File: src/sv/ipsc_pkg.sv
// Shared types and constants of the incremental PI speed controller.
`default_nettype none

package ipsc_pkg;

   localparam int CSR_IDX_W = 8;

   localparam logic [CSR_IDX_W-1:0] REG_PROP_GAIN  = 8'd0;
   localparam logic [CSR_IDX_W-1:0] REG_INTEG_GAIN = 8'd1;
   localparam logic [CSR_IDX_W-1:0] REG_MIN_SPEED  = 8'd2;
   localparam logic [CSR_IDX_W-1:0] REG_SPEED_BIAS = 8'd3;

   localparam logic [6:0]  ERR_CLAMP   = 7'd100;
   localparam logic [6:0]  SMALL_ERR   = 7'd2;
   localparam logic [7:0]  DIV_BASE    = 8'd200;
   // floor(2^24 / 200); quotient estimate is low by at most one
   localparam logic [16:0] DIV_RECIP   = 17'd83886;

   typedef struct packed {
      logic signed [15:0] position_error;
      logic signed [15:0] measured_speed;
      logic signed [15:0] straight_speed;
   } ipsc_req_type;

   typedef struct packed {
      logic signed [15:0] drive;
      logic signed [15:0] target_speed;
   } ipsc_rsp_type;

   typedef struct packed {
      logic load;
      logic mul1;
      logic mul2;
      logic corr;
      logic tgt;
      logic err;
      logic mul3;
      logic acc;
      logic out;
   } ipsc_cmd_type;

   typedef struct packed {
      logic out_free;
   } ipsc_sts_type;

endpackage

`default_nettype wire

File: src/sv/ipsc_ctrl.sv
// Step sequencer of the speed controller.
`default_nettype none

module ipsc_ctrl (
   input  wire                  clock,
   input  wire                  reset,
   input  wire                  req_valid,
   output logic                 req_stall,
   input  ipsc_pkg::ipsc_sts_type sts,
   output ipsc_pkg::ipsc_cmd_type cmd
);
   import ipsc_pkg::*;

   localparam logic [3:0] ST_IDLE = 4'd0;
   localparam logic [3:0] ST_MUL1 = 4'd1;
   localparam logic [3:0] ST_MUL2 = 4'd2;
   localparam logic [3:0] ST_CORR = 4'd3;
   localparam logic [3:0] ST_TGT  = 4'd4;
   localparam logic [3:0] ST_ERR  = 4'd5;
   localparam logic [3:0] ST_MUL3 = 4'd6;
   localparam logic [3:0] ST_ACC  = 4'd7;
   localparam logic [3:0] ST_OUT  = 4'd8;

   logic [3:0] state_ff;
   logic [3:0] state_in;

   assign req_stall = (state_ff != ST_IDLE);

   always_comb begin
      cmd      = '0;
      state_in = state_ff;
      case (state_ff)
         ST_IDLE: begin
            if (req_valid) begin
               cmd.load = 1'b1;
               state_in = ST_MUL1;
            end
         end
         ST_MUL1: begin
            cmd.mul1 = 1'b1;
            state_in = ST_MUL2;
         end
         ST_MUL2: begin
            cmd.mul2 = 1'b1;
            state_in = ST_CORR;
         end
         ST_CORR: begin
            cmd.corr = 1'b1;
            state_in = ST_TGT;
         end
         ST_TGT: begin
            cmd.tgt  = 1'b1;
            state_in = ST_ERR;
         end
         ST_ERR: begin
            cmd.err  = 1'b1;
            state_in = ST_MUL3;
         end
         ST_MUL3: begin
            cmd.mul3 = 1'b1;
            state_in = ST_ACC;
         end
         ST_ACC: begin
            cmd.acc  = 1'b1;
            state_in = ST_OUT;
         end
         ST_OUT: begin
            if (sts.out_free) begin
               cmd.out  = 1'b1;
               state_in = ST_IDLE;
            end
         end
         default: begin
            state_in = ST_IDLE;
         end
      endcase
   end

   always_ff @(posedge clock) begin
      if (reset) begin
         state_ff <= ST_IDLE;
      end else begin
         state_ff <= state_in;
      end
   end

endmodule

`default_nettype wire

File: src/sv/ipsc_dp.sv
// Datapath of the speed controller: target shaping, PI update and result word.
`default_nettype none

module ipsc_dp #(
   parameter int FRAC_BITS = 8
) (
   input  wire                            clock,
   input  wire                            reset,
   input  ipsc_pkg::ipsc_cmd_type         cmd,
   output ipsc_pkg::ipsc_sts_type         sts,
   input  ipsc_pkg::ipsc_req_type         req_data,
   input  wire                            csr_valid,
   input  wire [ipsc_pkg::CSR_IDX_W-1:0]  csr_index,
   input  wire [15:0]                     csr_data,
   output logic                           rsp_valid,
   input  wire                            rsp_stall,
   output ipsc_pkg::ipsc_rsp_type         rsp_data
);
   import ipsc_pkg::*;

   // configuration
   logic        [15:0] prop_gain_ff;
   logic        [15:0] integ_gain_ff;
   logic signed [15:0] min_speed_ff;
   logic signed [15:0] speed_bias_ff;

   // controller state
   logic signed [15:0] last_error_ff, last_error_in;
   logic signed [31:0] acc_ff, acc_in;

   // step registers
   logic               small_ff, small_in;
   logic        [7:0]  fac_ff, fac_in;
   logic signed [16:0] span_ff, span_in;
   logic signed [15:0] meas_ff, straight_ff;
   logic signed [24:0] prod_ff, prod_in;
   logic               neg_ff, neg_in;
   logic        [23:0] mag_ff, mag_in;
   logic        [15:0] q0_ff, q0_in;
   logic signed [16:0] quot_ff, quot_in;
   logic signed [15:0] target_ff, target_in;
   logic signed [15:0] err_ff, err_in;
   logic signed [16:0] diff_ff, diff_in;
   logic signed [32:0] p1_ff, p1_in;
   logic signed [32:0] p2_ff, p2_in;
   logic               rsp_valid_ff;
   ipsc_rsp_type       rsp_data_ff, rsp_data_in;

   logic signed [16:0] pos_ext;
   logic        [16:0] abs_val;
   logic        [6:0]  a_clamp;
   logic signed [25:0] m1_a, m1_b, m1_p;
   logic        [40:0] m2_p;
   logic        [23:0] prod200, rem;
   logic        [16:0] q_fix;
   logic signed [17:0] base;
   logic signed [18:0] tsum;
   logic signed [16:0] esum;
   logic signed [33:0] m3_p1;
   logic signed [32:0] m3_p2;
   logic signed [34:0] nsum;
   logic signed [32:0] acc_rnd;
   logic signed [32:0] whole;

   // load: clamp error and set up the span
   always_comb begin
      pos_ext  = {req_data.position_error[15], req_data.position_error};
      abs_val  = pos_ext[16] ? 17'(-pos_ext) : 17'(pos_ext);
      a_clamp  = (abs_val > {10'd0, ERR_CLAMP}) ? ERR_CLAMP : abs_val[6:0];
      small_in = (a_clamp <= SMALL_ERR);
      fac_in   = DIV_BASE - {1'b0, a_clamp};
      span_in  = {req_data.straight_speed[15], req_data.straight_speed}
               - {min_speed_ff[15], min_speed_ff};
   end

   // span * (200 - a)
   always_comb begin
      m1_a    = {{9{span_ff[16]}}, span_ff};
      m1_b    = $signed({18'd0, fac_ff});
      m1_p    = m1_a * m1_b;
      prod_in = m1_p[24:0];
   end

   // magnitude and reciprocal estimate of the quotient by 200
   always_comb begin
      neg_in = prod_ff[24];
      mag_in = prod_ff[24] ? 24'(-prod_ff) : prod_ff[23:0];
      m2_p   = {17'd0, mag_in} * {24'd0, DIV_RECIP};
      q0_in  = m2_p[39:24];
   end

   // one-step correction and sign restore
   always_comb begin
      prod200 = {8'd0, q0_ff} * {16'd0, DIV_BASE};
      rem     = mag_ff - prod200;
      q_fix   = {1'b0, q0_ff} + {16'd0, (rem >= {16'd0, DIV_BASE})};
      quot_in = neg_ff ? -$signed(q_fix) : $signed(q_fix);
   end

   // target with bias, saturated
   always_comb begin
      base = small_ff ? {{2{straight_ff[15]}}, straight_ff}
                      : {{2{min_speed_ff[15]}}, min_speed_ff} + {quot_ff[16], quot_ff};
      tsum = {base[17], base} + {{3{speed_bias_ff[15]}}, speed_bias_ff};
      if (tsum > 19'sd32767) begin
         target_in = 16'sh7FFF;
      end else if (tsum < -19'sd32768) begin
         target_in = 16'sh8000;
      end else begin
         target_in = tsum[15:0];
      end
   end

   // speed error, saturated, and its change
   always_comb begin
      esum = {target_ff[15], target_ff} - {meas_ff[15], meas_ff};
      if (esum > 17'sd32767) begin
         err_in = 16'sh7FFF;
      end else if (esum < -17'sd32768) begin
         err_in = 16'sh8000;
      end else begin
         err_in = esum[15:0];
      end
      diff_in = {err_in[15], err_in} - {last_error_ff[15], last_error_ff};
   end

   // gain products
   always_comb begin
      m3_p1 = $signed({{17{diff_ff[16]}}, diff_ff}) * $signed({18'd0, prop_gain_ff});
      m3_p2 = $signed({{17{err_ff[15]}}, err_ff}) * $signed({17'd0, integ_gain_ff});
      p1_in = m3_p1[32:0];
      p2_in = m3_p2;
   end

   // accumulate with saturation
   always_comb begin
      nsum = {{3{acc_ff[31]}}, acc_ff} + {{2{p1_ff[32]}}, p1_ff}
           + {{2{p2_ff[32]}}, p2_ff};
      if (nsum > 35'sh0_7FFF_FFFF) begin
         acc_in = 32'sh7FFF_FFFF;
      end else if (nsum < -35'sh0_8000_0000) begin
         acc_in = 32'sh8000_0000;
      end else begin
         acc_in = nsum[31:0];
      end
      last_error_in = err_ff;
   end

   // integer part toward zero, saturated
   always_comb begin
      acc_rnd = {acc_ff[31], acc_ff}
              + $signed({{(33-FRAC_BITS){1'b0}}, {FRAC_BITS{acc_ff[31]}}});
      whole   = acc_rnd >>> FRAC_BITS;
      if (whole > 33'sd32767) begin
         rsp_data_in.drive = 16'sh7FFF;
      end else if (whole < -33'sd32768) begin
         rsp_data_in.drive = 16'sh8000;
      end else begin
         rsp_data_in.drive = whole[15:0];
      end
      rsp_data_in.target_speed = target_ff;
   end

   assign sts.out_free = !rsp_valid_ff || !rsp_stall;
   assign rsp_valid    = rsp_valid_ff;
   assign rsp_data     = rsp_data_ff;

   always_ff @(posedge clock) begin
      if (reset) begin
         prop_gain_ff  <= '0;
         integ_gain_ff <= '0;
         min_speed_ff  <= '0;
         speed_bias_ff <= '0;
         last_error_ff <= '0;
         acc_ff        <= '0;
         rsp_valid_ff  <= 1'b0;
      end else begin
         if (csr_valid) begin
            case (csr_index)
               REG_PROP_GAIN:  prop_gain_ff  <= csr_data;
               REG_INTEG_GAIN: integ_gain_ff <= csr_data;
               REG_MIN_SPEED:  min_speed_ff  <= $signed(csr_data);
               REG_SPEED_BIAS: speed_bias_ff <= $signed(csr_data);
               default: ;
            endcase
         end
         if (cmd.acc) begin
            acc_ff        <= acc_in;
            last_error_ff <= last_error_in;
         end
         if (cmd.out) begin
            rsp_valid_ff <= 1'b1;
         end else if (!rsp_stall) begin
            rsp_valid_ff <= 1'b0;
         end
      end
   end

   always_ff @(posedge clock) begin
      if (cmd.load) begin
         small_ff    <= small_in;
         fac_ff      <= fac_in;
         span_ff     <= span_in;
         meas_ff     <= req_data.measured_speed;
         straight_ff <= req_data.straight_speed;
      end
      if (cmd.mul1) begin
         prod_ff <= prod_in;
      end
      if (cmd.mul2) begin
         neg_ff <= neg_in;
         mag_ff <= mag_in;
         q0_ff  <= q0_in;
      end
      if (cmd.corr) begin
         quot_ff <= quot_in;
      end
      if (cmd.tgt) begin
         target_ff <= target_in;
      end
      if (cmd.err) begin
         err_ff  <= err_in;
         diff_ff <= diff_in;
      end
      if (cmd.mul3) begin
         p1_ff <= p1_in;
         p2_ff <= p2_in;
      end
      if (cmd.out) begin
         rsp_data_ff <= rsp_data_in;
      end
   end

endmodule

`default_nettype wire

File: src/sv/incremental_pi_speed_control_top.sv
// Top level of the incremental PI wheel speed controller.
// A word accepted in idle runs through the nine-step sequencer and its three
// multiply steps before its result shows on rsp_; no new word is taken until
// the result word is registered; a stalled result word holds the sequencer.
// Reset (synchronous, active high) clears the gains, min speed, bias,
// accumulator, last error and the result valid flag.
`default_nettype none

module incremental_pi_speed_control_top #(
   parameter int FRAC_BITS = 8
) (
   input  wire                           clock,
   input  wire                           reset,
   input  wire                           req_valid,
   output logic                          req_stall,
   input  ipsc_pkg::ipsc_req_type        req_data,
   output logic                          rsp_valid,
   input  wire                           rsp_stall,
   output ipsc_pkg::ipsc_rsp_type        rsp_data,
   input  wire                           csr_valid,
   output logic                          csr_ready,
   input  wire [ipsc_pkg::CSR_IDX_W-1:0] csr_index,
   input  wire [15:0]                    csr_data
);
   import ipsc_pkg::*;

   ipsc_cmd_type cmd;
   ipsc_sts_type sts;

   assign csr_ready = 1'b1;

   ipsc_ctrl u_ctrl (
      .clock     (clock),
      .reset     (reset),
      .req_valid (req_valid),
      .req_stall (req_stall),
      .sts       (sts),
      .cmd       (cmd)
   );

   ipsc_dp #(
      .FRAC_BITS (FRAC_BITS)
   ) u_dp (
      .clock     (clock),
      .reset     (reset),
      .cmd       (cmd),
      .sts       (sts),
      .req_data  (req_data),
      .csr_valid (csr_valid && csr_ready),
      .csr_index (csr_index),
      .csr_data  (csr_data),
      .rsp_valid (rsp_valid),
      .rsp_stall (rsp_stall),
      .rsp_data  (rsp_data)
   );

endmodule

`default_nettype wire

File: config.mk
export PLATFORM = sky130hd
export DESIGN_NAME = incremental_pi_speed_control_top
export DESIGN_NICKNAME = d
export VERILOG_FILES = /design/src/sv/ipsc_pkg.sv /design/src/sv/ipsc_ctrl.sv /design/src/sv/ipsc_dp.sv /design/src/sv/incremental_pi_speed_control_top.sv
export SDC_FILE = /design/constraint.sdc
export NUM_CORES = 2
export LEC_CHECK = 0
export ABC_AREA = 1
export BUFFER_PORTS_ARGS = -buffer_cell sky130_fd_sc_hd__buf_2
export CAP_MARGIN = 20
export CORE_MARGIN = 4
export CORE_UTILIZATION = 45
export DETAILED_ROUTE_END_ITERATION = 12
export PLACE_DENSITY = 0.56
export SYNTH_ARGS = -nofsm -noshare
export SYNTH_HDL_FRONTEND = slang
export SYNTH_SLANG_ARGS = --single-unit
File: constraint.sdc
create_clock -name clock -period 8.2 [get_ports clock]
set_input_delay 1.64 -clock clock [delete_from_list [all_inputs] [get_ports clock]]
set_output_delay 1.64 -clock clock [all_outputs]
set_load 0.02 [all_outputs]
Word-level counts from Yosys, hierarchy flattened

Index checks and enable logic that the tools add are counted.

Add/subtract/negate cells: 14
Multiply operators: 5
Magnitude comparators: 11
Equality and inequality tests: 14
Muxes and demuxes: 27
Reduce and logical (&&, ||, !) cells: 11

Operators by type and width:

| operator                                                            | number |
|---|---|
| 2-to-1 mux 16 bit                                                   | 4 |
| 2-to-1 mux 32 bit                                                   | 2 |
| subtractor 16 x 16 -> 17 bit                                        | 3 |
| multiplier 24 x 16 -> 39 bit (second input constant)                | 1 |
| one-hot mux 4 bit (9 select lines)                                  | 1 |
| adder 35 bit                                                        | 1 |
| greater-than comparator 35 x 32 -> 1 bit (second input constant)    | 1 |
| less-than comparator 35 x 32 -> 1 bit (second input constant)       | 1 |
| adder 32 x 33 -> 34 bit                                             | 1 |
| 2-to-1 mux 17 bit                                                   | 2 |
| adder 32 x 9 -> 33 bit                                              | 1 |
| multiplier 16 x 17 -> 33 bit                                        | 1 |
| multiplier 17 x 17 -> 33 bit                                        | 1 |
| greater-than comparator 25 x 16 -> 1 bit (second input constant)    | 1 |
| less-than comparator 25 x 16 -> 1 bit (second input constant)       | 1 |
| multiplier 17 x 9 -> 25 bit                                         | 1 |
| greater-or-equal comparator 24 x 8 -> 1 bit (second input constant) | 1 |
| 2-to-1 mux 24 bit                                                   | 1 |
| negation 24 bit                                                     | 1 |
| subtractor 24 bit                                                   | 1 |
| multiplier 16 x 5 -> 21 bit (second input constant)                 | 1 |
| adder 18 x 16 -> 19 bit                                             | 1 |
| greater-than comparator 19 x 16 -> 1 bit (second input constant)    | 1 |
| less-than comparator 19 x 16 -> 1 bit (second input constant)       | 1 |
| other kinds (27)                                                    | 51 |

Register bits: 405
Input port bits: 77
Logic and storage cells: 107

Logic depth before layout (Yosys ltp)

Depth in word-level cells: 6
Gate-level depth with buffers: 40
Depth with buffers taken out: 40

Modules after synthesis

Synthesis repeated with hierarchy kept, for this count alone.

Cell total of the unflattened synthesis: 6894
Area, all modules: 57224.9 um2

By module, submodules not included:

| module                           | instances | cells an instance | area an instance (um2) | seq. area each (um2) |
|---|---|---|---|---|
| ipsc_dp                          | 1         | 6854              | 56965.9                | 10820.4 |
| ipsc_ctrl                        | 1         | 38                | 247.7                  | 80.1 |
| incremental_pi_speed_control_top | 1         | 2                 | 11.3                   | 0.0 |

Least setup slack after synthesis

No wires, ideal clock.

Path kind: flip-flop to flip-flop
Start point: reg u_dp.prod_ff[0]
End point: reg u_dp.q0_ff[13] (data pin)
Library setup time: 252 ps
Data arrival time: 6364 ps
Required time: 7948 ps
Path slack: 1583 ps
Stages on the path, launching flop included: 29
Path buffers: 0
Period minus slack after synthesis: 6617 ps
Path through: edfxtp_1 -> inv_1 -> ha_1 -> nand3_1 -> nor3_1 -> nand4_1 -> o21ai_0 -> nand2_1 -> a21oi_1 -> nand2_1 -> xor2_1 -> ha_1 -> fa_1 -> inv_1 -> fa_1 -> fa_1 -> fa_1 -> fa_1 -> inv_1 -> ha_1 -> nand2_1 -> nor4_1 -> nand3_1 -> nand3_1 -> a21boi_0 -> nor2_1 -> nand2_1 -> nand3_1 -> nand2_1

Cells in the longest elaborated chain, start to end: 3

Ends and longest elaborated chain:

| element                      | RTL line       | text |
|---|---|---|
| start: declaration           | ipsc_dp.sv:36  | `logic signed [24:0] prod_ff, prod_in;` |
| start signal: assignment     | ipsc_dp.sv:208 | `prod_ff <= prod_in;` |
| negation 24 bit              | ipsc_dp.sv:87  | `mag_in = prod_ff[24] ? 24'(-prod_ff) : prod_ff[23:0];` |
| 2-to-1 mux 24 bit            | ipsc_dp.sv:87  |  |
| net u_dp.mag_in[22]          | ipsc_dp.sv:38  | `logic [23:0] mag_ff, mag_in;` |
| multiplier 24 x 16 -> 39 bit | ipsc_dp.sv:88  | `m2_p = {17'd0, mag_in} * {24'd0, DIV_RECIP};` |
| net u_dp.m2_p[37]            | ipsc_dp.sv:53  | `logic [40:0] m2_p;` |
| end signal: assignment       | ipsc_dp.sv:213 | `q0_ff <= q0_in;` |
| end: declaration             | ipsc_dp.sv:39  | `logic [15:0] q0_ff, q0_in;` |

The timed path passes the listed nets, and every way through them passes these cells.
A chain may end at the register's enable or synchronous reset.

Worst setup path in the final report

Start point: reg u_dp.prod_ff[0]
End point: reg u_dp.q0_ff[7] (data pin)

Same word-level chain as after synthesis.

==> metrics.cfg <==
[outcome]
status = finished clean

[clocking]
root_buffer = clkbuf_16
cts-hold-fix-buffers = 0
cts_resized = 0
cts_buffers = 50
clockBufferDepth = 3
cts_tree = yes
path_clk_slew_ns = 0.06
cts_setup_buffers = 0
cts_sinks = 402
h-tree-depth = 2
clk_latency_ns = 0.67

[die]
fp-row-count = 132
die_h_um = 368.6
coreArea_mm2 = 0.1293
fp.dieW_um = 368.6
dieArea_mm2 = 0.1358
start_util = 0.4524
num_io_pins = 112

[yosys]
synth.area.top_cells = fa_1, edfxtp_1, ha_1
synth_compound_area_frac = 0.08303
yosysUniqueCellTypes = 57
synth-main-ff-cell = edfxtp_1
synth_mux_area_frac = 0
synthTopCellsByCount = inv_1, nand2_1, fa_1
synth_xor_xnor_area_share = 0.04656
async_flop_share = 0
yosysMostFrequentCell = inv_1
synth_top_cell_area_share = 0.2584
synthAdderAreaFrac = 0.4030
synth_top_family_by_area = adder cells
synth_warnings = 0
yosysTopAreaCell = fa_1
syn_area_mm2 = 0.05850
ys_ff_latch = 402
syn-num-nets = 8713
yosys.area_share.simple = 0.1586
synthCells = 7205
synth_edf_count = 285
ys_seq_area_frac = 0.1863
syn_avg_cell_area_um2 = 8.119

[timing]
hold_viol = 0
worst_pin_slew_ns = 1.055
layout_min_cycle_time_ns = 7.465
worst_slack_ns = 0.7347
fin_setup_tns_ns = 0
min_period_over_period = 0.9104
drv_slew = 0
finalSetupViolations = 0
hold-worst-slack_ns = 0.4655
rsz0062_at_grt = false
fmax_ghz = 0.1340
finClkSkew_ns = 0.07850
maxSlewHeadroom = 0.2962

[global_routing]
grt_pass1_wl_mm = 256.2
grt_overflow_total = 0
gr-usage-met2 = 0.4065
use_met1 = 0.3155
grt_max_degree = 82
grt_util_met3 = 0.03521
grt_usage = 0.2401
grt_pass1_vias = 46320
grt_busiest_layer = met2
antenna_found_initial = 14

[drt]
drt_iter0_drc = 2525
vias_per_cell = 5.049
drt-pass1-iter-count = 6
vias = 45380
wl_per_cell_um = 18.08
postRouteAntennaNets = 0
wirelength_mm = 162.5
drc_errors = 0

[placed_design]
place_worst_setup_slack_ns = 0.7890
gp_congestion = 0.9265
place_area_mm2 = 0.06075
dp_hpwl_mm = 136.2
placement.io_buffers = 110

[critical_path]
worstSetupStartpointType = flip-flop
critPathBufInv = 4
critPathSlowestCell = xor2_1
crit_family = adder cells
cp_common_cell = fa_1
critPathMaxStageDelay_ns = 0.65
cp-end-kind = flip-flop
required_ns = 8.62
crit_type = flip-flop to flip-flop
crit_arrival_ns = 7.88
worstPathMaxFanout = 7

[cells_and_area]
drive_above_1_share = 0.04421
syn_to_final_growth_pct = 6.806
design_area_mm2 = 0.06248
final_nets = 8706

[flow_run]
maxCapViolCount = 0

[min_path]
hp-class = flip-flop to flip-flop

-- registers in the layout (all words and copies together) (netlist names), 17 cells and up --
register,cells
u_dp.acc_ff,32
u_dp.diff_ff,17
u_dp.mag_ff,21
u_dp.p1_ff,33
u_dp.p2_ff,33
u_dp.prod_ff,25
u_dp.quot_ff,17
u_dp.rsp_data,32
u_dp.span_ff,17
-- cell usage in the layout, fill, tap and decap left out, types with 54 or more instances in the layout --
master / Yosys / final
nand3_1: 177 / 177
a21oi_1: 416 / 416
ha_1: 676 / 676
inv_1: 1662 / 1661
nor3_1: 58 / 54
dfxtp_1: 117 / 117
xnor2_1: 108 / 108
xor2_1: 203 / 203
fa_1: 755 / 755
o21ai_0: 281 / 281
buf_2: 11 / 110
nand2_1: 1493 / 1493
nor2_1: 403 / 399
edfxtp_1: 285 / 285
-- path summary, 6_finish.rpt --
| check | startpoint | end | slack, ns | cells past startpoint |
|---|---|---|---|---|
| worst min-delay path | u_dp.last_error_ff[14]$_SDFFE_PP0P_ | u_dp.last_error_ff[14]$_SDFFE_PP0P_ | 0.47 | 2 |
| worst min register to register | u_dp.last_error_ff[14]$_SDFFE_PP0P_ | u_dp.last_error_ff[14]$_SDFFE_PP0P_ | 0.47 | 2 |
| worst max-delay path | u_dp.prod_ff[0]$_DFFE_PP_ | u_dp.q0_ff[7]$_DFFE_PP_ | 0.73 | 25 |
| worst max register to register | u_dp.prod_ff[0]$_DFFE_PP_ | u_dp.q0_ff[7]$_DFFE_PP_ | 0.73 | 25 |
-- layout make-up --
class                   count  area, um^2
repair buffers            154       880.8
flip-flops and latches    402       10900
well taps                1742        2180
inverters                1683        6317
multi-input cells        4907       40470
fillers                 12810       66840
diodes                      7       17.52
clock buffers              62        1358
clock inverters            31       354.1
-- worst min-delay path, delay by kind of cell, from the launching register on --
kind / cells / cell delay, ns
flip-flops: 1 / 0.30
buffers and inverters: 1 / 0.06
AO/OA/AOI/OAI: 1 / 0.06
-- per-layer routing --
| metal | vias up | share of wire |
|---|---|---|
| met5 | - | 0.00047 |
| li1 | 22230 | - |
| met3 | 256 | 0.051 |
| met4 | 10 | 0.038 |
| met2 | 934 | 0.48 |
| met1 | 21950 | 0.44 |
-- stage by stage --
step / util / instances
finish: 0.4831 / 8988
global route: 0.4830 / 8981
CTS: 0.4830 / 8981
detailed placement: 0.4698 / 8888
global placement: 0.4698 / 8888
floorplan: - / 7205
-- cell families (layout without fill, tap and decap cells) --
| kind of cell | count (synthesis) | after routing |
|---|---|---|
| buf+inv | 1896 | 1930 |
| fa+ha+maj | 1431 | 1431 |
| xor+xnor | 311 | 311 |
| flops | 402 | 402 |
| simple gates | 2277 | 2277 |
| other cells | 1 | 8 |
| compound gates | 887 | 887 |
Power is left out: the tool's default activity adds up to more than one toggle a clock period on the data nets, which glitch-free logic cannot reach.
